--- config.mk ---
export PLATFORM = sky130hd
export DESIGN_NAME = ffea_ram
export DESIGN_NICKNAME = d
export VERILOG_FILES = /design/src/rtl/first_fit_extent_allocator_macros.svh /design/src/rtl/ffea_ram.sv
export SDC_FILE = /design/constraint.sdc
export NUM_CORES = 2
export LEC_CHECK = 0
export BUFFER_PORTS_ARGS = -buffer_cell sky130_fd_sc_hd__clkbuf_2
export CORE_ASPECT_RATIO = 1.2
export CORE_MARGIN = 2
export CORE_UTILIZATION = 57
export CTS_CLUSTER_SIZE = 12
export DETAILED_ROUTE_END_ITERATION = 8
export PLACE_DENSITY = 0.76
export SYNTH_ARGS = -nofsm -noshare
export SYNTH_HDL_FRONTEND = slang
export SYNTH_SLANG_ARGS = --single-unit
--- constraint.sdc ---
create_clock -name aclk -period 6.6 [get_ports aclk]
set_clock_uncertainty 0.2 [all_clocks]
set_input_delay 1.32 -clock aclk [delete_from_list [all_inputs] [get_ports aclk]]
set_output_delay 1.32 -clock aclk [all_outputs]
set_load 0.005 [all_outputs]
--- src/rtl/first_fit_extent_allocator_macros.svh ---
// assertion helpers for the extent allocator
`ifndef FIRST_FIT_EXTENT_ALLOCATOR_MACROS_SVH
`define FIRST_FIT_EXTENT_ALLOCATOR_MACROS_SVH

// clocked check, held off while in reset
`define FFEA_ASSERT(lbl, prop, msg) \
    lbl: assert property (@(posedge aclk) disable iff (!aresetn) prop) else $error(msg);

// clocked check that also runs during reset
`define FFEA_ASSERT_ALWAYS(lbl, prop, msg) \
    lbl: assert property (@(posedge aclk) prop) else $error(msg);

`endif

--- src/rtl/ffea_ram.sv ---
module ffea_ram #(
    parameter int WIDTH = 60,
    parameter int DEPTH = 64
) (
    input  logic                     aclk,
    input  logic                     wr_en,
    input  logic [$clog2(DEPTH)-1:0] wr_addr,
    input  logic [WIDTH-1:0]         wr_data,
    input  logic                     rd_en,
    input  logic [$clog2(DEPTH)-1:0] rd_addr,
    output logic [WIDTH-1:0]         rd_data
);

    logic [WIDTH-1:0] mem [DEPTH];

    // one write port, one registered read port
    always_ff @(posedge aclk) begin
        if (wr_en) begin
            mem[wr_addr] <= wr_data;
        end
        if (rd_en) begin
            rd_data <= mem[rd_addr];
        end
    end

endmodule

; Word-level counts from Yosys, hierarchy flattened
; Memory sizes are Yosys's and may differ from the RTL's. A register that Yosys moved wholly into a read port is not among the register bits.
; Cells that the tools add are included.
[word_totals]
regBits = 0
ramBits = 3840
input_bits = 75
out_inout_bits = 60
elab_cells = 3
memories = 1
[mem_list]
columns = name, depth, width, rd, rd_clocked_by_memory_dff, wr, line
row1 = mem, 64, 60, 1, 1, 1, ffea_ram.sv:14  ; logic [WIDTH-1:0] mem [DEPTH];
[classes]
n_mux = 2
[op_table]
columns = operator, count
row1 = 2-to-1 mux 1 bit, 2

; Logic depth before layout (Yosys ltp)
[depth]
ltp_word = 2
ltp_mapped = 11
depth_no_buf = 5

; Worst setup path after synthesis
; No wires, ideal clock.
[synth_timing]
kind = input port to flip-flop
startpoint = input wr_addr[3]
endpoint = memory mem[48][0] (enable)
setup_ns = 0.551
arrival_ns = 5.897
required_time_ns = 5.849
path_slack_ns = -0.049
path_stages = 4
path_cell_list = clkbuf_1 nor2b_1 nand4b_1 nor3_1
[synth_rtl]
columns = item, line
row1 = "start, declared", ffea_ram.sv:7  ; input logic [$clog2(DEPTH)-1:0] wr_addr,
row2 = "end, declared", ffea_ram.sv:14
; No word-level cell before the write port.

==> flow_metrics.env <==
export IMPL_rsz0062_at_grt="false"
export IMPL_clock_sinks=3900
export IMPL_p_leak_nw=50.3
export IMPL_drt_met1_wl_mm=132
export IMPL_die_w_um=468
export IMPL_cts_tree="yes"
export IMPL_routed_via_density=7.25
export IMPL_die_h_um=561
export IMPL_ioPinCount=135
export IMPL_htree_levels=5
export IMPL_path_clk_slew_ns=0.06
export IMPL_drtIter0Drc=12322
export IMPL_critPathCapture="rd_data[35]$_DFFE_PP_"
export IMPL_dp_cells=9475
export IMPL_tightestPinTransition_ns=1.32
export IMPL_drt_wl_total_mm=409
export IMPL_cp_top_family="multiplexers"
export IMPL_gp_congestion=0.816
export IMPL_slew_headroom_pct=11.9
export IMPL_core_area_um2=257000
export IMPL_initial_core_util_pct=57.2
export IMPL_synth_cells=6093
export IMPL_drcViolationCount=0
export IMPL_p_sw_mw=10.4
export IMPL_irDropWorstVdd_uv=257
export IMPL_syn_area_um2=147000
export IMPL_cp_start_kind="input port"
export IMPL_synthTopCellsByArea="edfxtp_1 80%, mux4_2 16%, o22ai_1 0.80%"
export IMPL_finalSetupTns_ns=0
export IMPL_max_clock_path_buffers=4
export IMPL_cts_setup_buffers=0
export IMPL_wl_met2_mm=200
export IMPL_seqPwrFrac_pct=55.9
export IMPL_postCtsResizedCells=0
export IMPL_root_buffer="clkbuf_16"
export IMPL_finalSetupViolCount=0
export IMPL_synth_fp_nets=6168
export IMPL_max_cap_violations=0
export IMPL_drive_gt1_share_pct=29.3
export IMPL_period_needed_ns=3.92
export IMPL_reg2reg_depth=4
export IMPL_critPathCaptureType="flip-flop"
export IMPL_vias=72554
export IMPL_rr_startpoint="mem[34][35]$_DFFE_PP_"
export IMPL_yosysWarnings=0
export IMPL_port_buffers=134
export IMPL_post_drt_wl_per_cell_um=40.9
export IMPL_ys_seq_area_share_pct=79.6
export IMPL_fmax_ghz=0.255
export IMPL_utilization_pct=63.8
export IMPL_cp_required_ns=7.04
export IMPL_antenna_found_initial=39
export IMPL_max_stage_delay_ns=0.61
export IMPL_internal_power_mw=39.0
export IMPL_top_layer="met5"
export IMPL_postPlaceCellArea_um2=153000
export IMPL_swShare_pct=21.1
export IMPL_cp_num_buf_inv=2
export IMPL_synth_top_area_cell="edfxtp_1"
export IMPL_insertion_delay_ns=0.95
export IMPL_p_clk_share_pct=39.4
export IMPL_critPathMaxFanout=78
export IMPL_ys_ff_latch=3900
export IMPL_finalHoldViolations=0
export IMPL_status="complete, no violations"
export IMPL_grt_pass1_wl_mm=570
export IMPL_power_mw=49.4
export IMPL_hold_path_depth=5
export IMPL_cp_cell_sequence="buf_12 -> buf_12 -> mux4_2 -> mux4_2 -> o22ai_1 -> nor2_1"
export IMPL_drv_slew=0
export IMPL_power_frac_comb_pct=4.7
export IMPL_stdcell_area_um2=164000
export IMPL_r2r_slack_ns=4.08
export IMPL_critical_path_class="input port to flip-flop"
export IMPL_ys_types=35
export IMPL_reg2reg_to="rd_data[35]$_DFFE_PP_"
export IMPL_hold_path_class="flip-flop to flip-flop"
export IMPL_rows=204
export IMPL_powerDensity_nw_per_um2=301
export IMPL_post_place_ws_ns=1.82
export IMPL_hold_slack_ns=0.777
export IMPL_dr_pass1_iters=6
export IMPL_cp_num_cells=6
export IMPL_post_dp_hpwl_mm=202
export IMPL_grt_max_degree=113
export IMPL_grt_usage_pct=31.4
export IMPL_yosys_area_top_type_share_pct=79.6
export IMPL_finalNonFillerCells=10003
export IMPL_cts_buffers=380
export IMPL_met3_length_mm=54.5
export IMPL_cp_slowest_cell="mux4_2"
export IMPL_grt_pass1_vias=73644
export IMPL_syn_avg_cell_area_um2=24.1
export IMPL_arrival_ns=4.36
export IMPL_final_period_utilization_pct=59.4
export IMPL_die_area_um2=262000
export IMPL_grt_ovfl_total=0
export IMPL_area_delta_synth_final_pct=11.4
export IMPL_final_antenna_net_count=0
export IMPL_hold_buffers=0
export IMPL_crit_start="rd_addr[0]"
export IMPL_min_from="mem[21][17]$_DFFE_PP_"
export IMPL_nNetsFinal=6533
export IMPL_finalWorstSetupSlack_ns=2.68
cell type report:
cell class / count / area, um2
fill: 15703 / 93200
timing repair buffer: 323 / 3050
clock buffer: 463 / 9910
multi-input combinational: 1852 / 29000
tap: 3399 / 4250
inverter: 1 / 6.26
antenna: 17 / 42.5
sequential: 3900 / 117000
clock inverter: 48 / 547
cells in the final DEF, fill, tap and decap left out, types with 4 or more instances in the layout:
master	count
edfxtp_1	3900
mux4_2	1040
clkbuf_16	384
o22ai_1	188
clkbuf_2	128
buf_4	118
nor2_1	115
clkbuf_1	79
a21oi_1	74
buf_12	74
nand2_1	65
nor2_4	62
o221ai_1	59
mux2_2	58
mux2i_1	51
o21ai_0	38
a31oi_1	28
clkinv_1	18
diode_2	17
nor3_1	10
o221a_2	9
nor2b_1	8
inv_6	8
nand2b_2	5
nand3b_1	5
nand3_1	5
clkinv_2	5
clkinv_16	5
or3b_2	4
inv_16	4
cells in the mapped netlist:
library cell,count
nand4_1,2
o221a_2,9
nand2b_1,9
and2_0,1
o31ai_1,1
nor2_1,177
buf_4,34
buf_2,99
or3_1,3
nor2b_1,9
a21oi_1,74
nor3_1,12
inv_2,1
o32ai_1,1
or2_0,1
mux4_2,1040
buf_6,5
a31oi_1,28
nand2_1,68
or3b_2,4
mux2i_1,51
o221ai_1,59
nand4b_1,1
o21ai_1,1
or2_2,3
buf_1,32
a211oi_1,3
edfxtp_1,3900
or3b_1,1
clkbuf_1,170
nand3_1,5
o21ai_0,38
o22ai_1,188
mux2_2,58
nand3b_1,5
layer usage:
layer  GRT usage, %  up-vias
met5              0        -
met4           15.6       32
met3           7.77     1245
met2           49.6     6233
met1           41.4    38123
li1               -    26921
how the worst min path moves through the flow:
stage,slack (ns),endpoint
after global placement,0.73,rd_data[24]$_DFFE_PP_
final,0.78,rd_data[17]$_DFFE_PP_
after global routing,0.80,rd_data[24]$_DFFE_PP_
after CTS,0.77,rd_data[17]$_DFFE_PP_
after floorplan,0.64,rd_data[0]$_DFFE_PP_
after detailed placement,0.74,rd_data[24]$_DFFE_PP_
worst register-to-register path, delay by kind of cell (launching register included):
family             cells  cell delay (ns)
muxes                  2             0.98
AOI/OAI and AO/OA      1             0.45
DFF                    1             0.41
and+or+nand+nor        1             0.21
sequential cells by signal, indices dropped and copies added (netlist names):
register  flops
rd_data      60
mem        3840
cell families after synthesis:
family	synth area share, %
DFF	79.6
muxes	16.7
AOI/OAI and AO/OA	1.75
buffers and inverters	1.07
and+or+nand+nor	0.863
power groups by stage:
| stage | Combinational, mW | Sequential, mW | Clock, mW |
|---|---|---|---|
| global placement | 2.22 | 28.1 | 0 |
| detailed placement | 2.28 | 28.1 | 0 |
| CTS | 2.31 | 27.6 | 19.6 |
| floorplan | 1.31 | 28.0 | 0 |
| global route | 2.42 | 27.6 | 20.4 |
| finish | 2.32 | 27.6 | 19.5 |
Note: power is estimated with default switching activity, not from simulation.
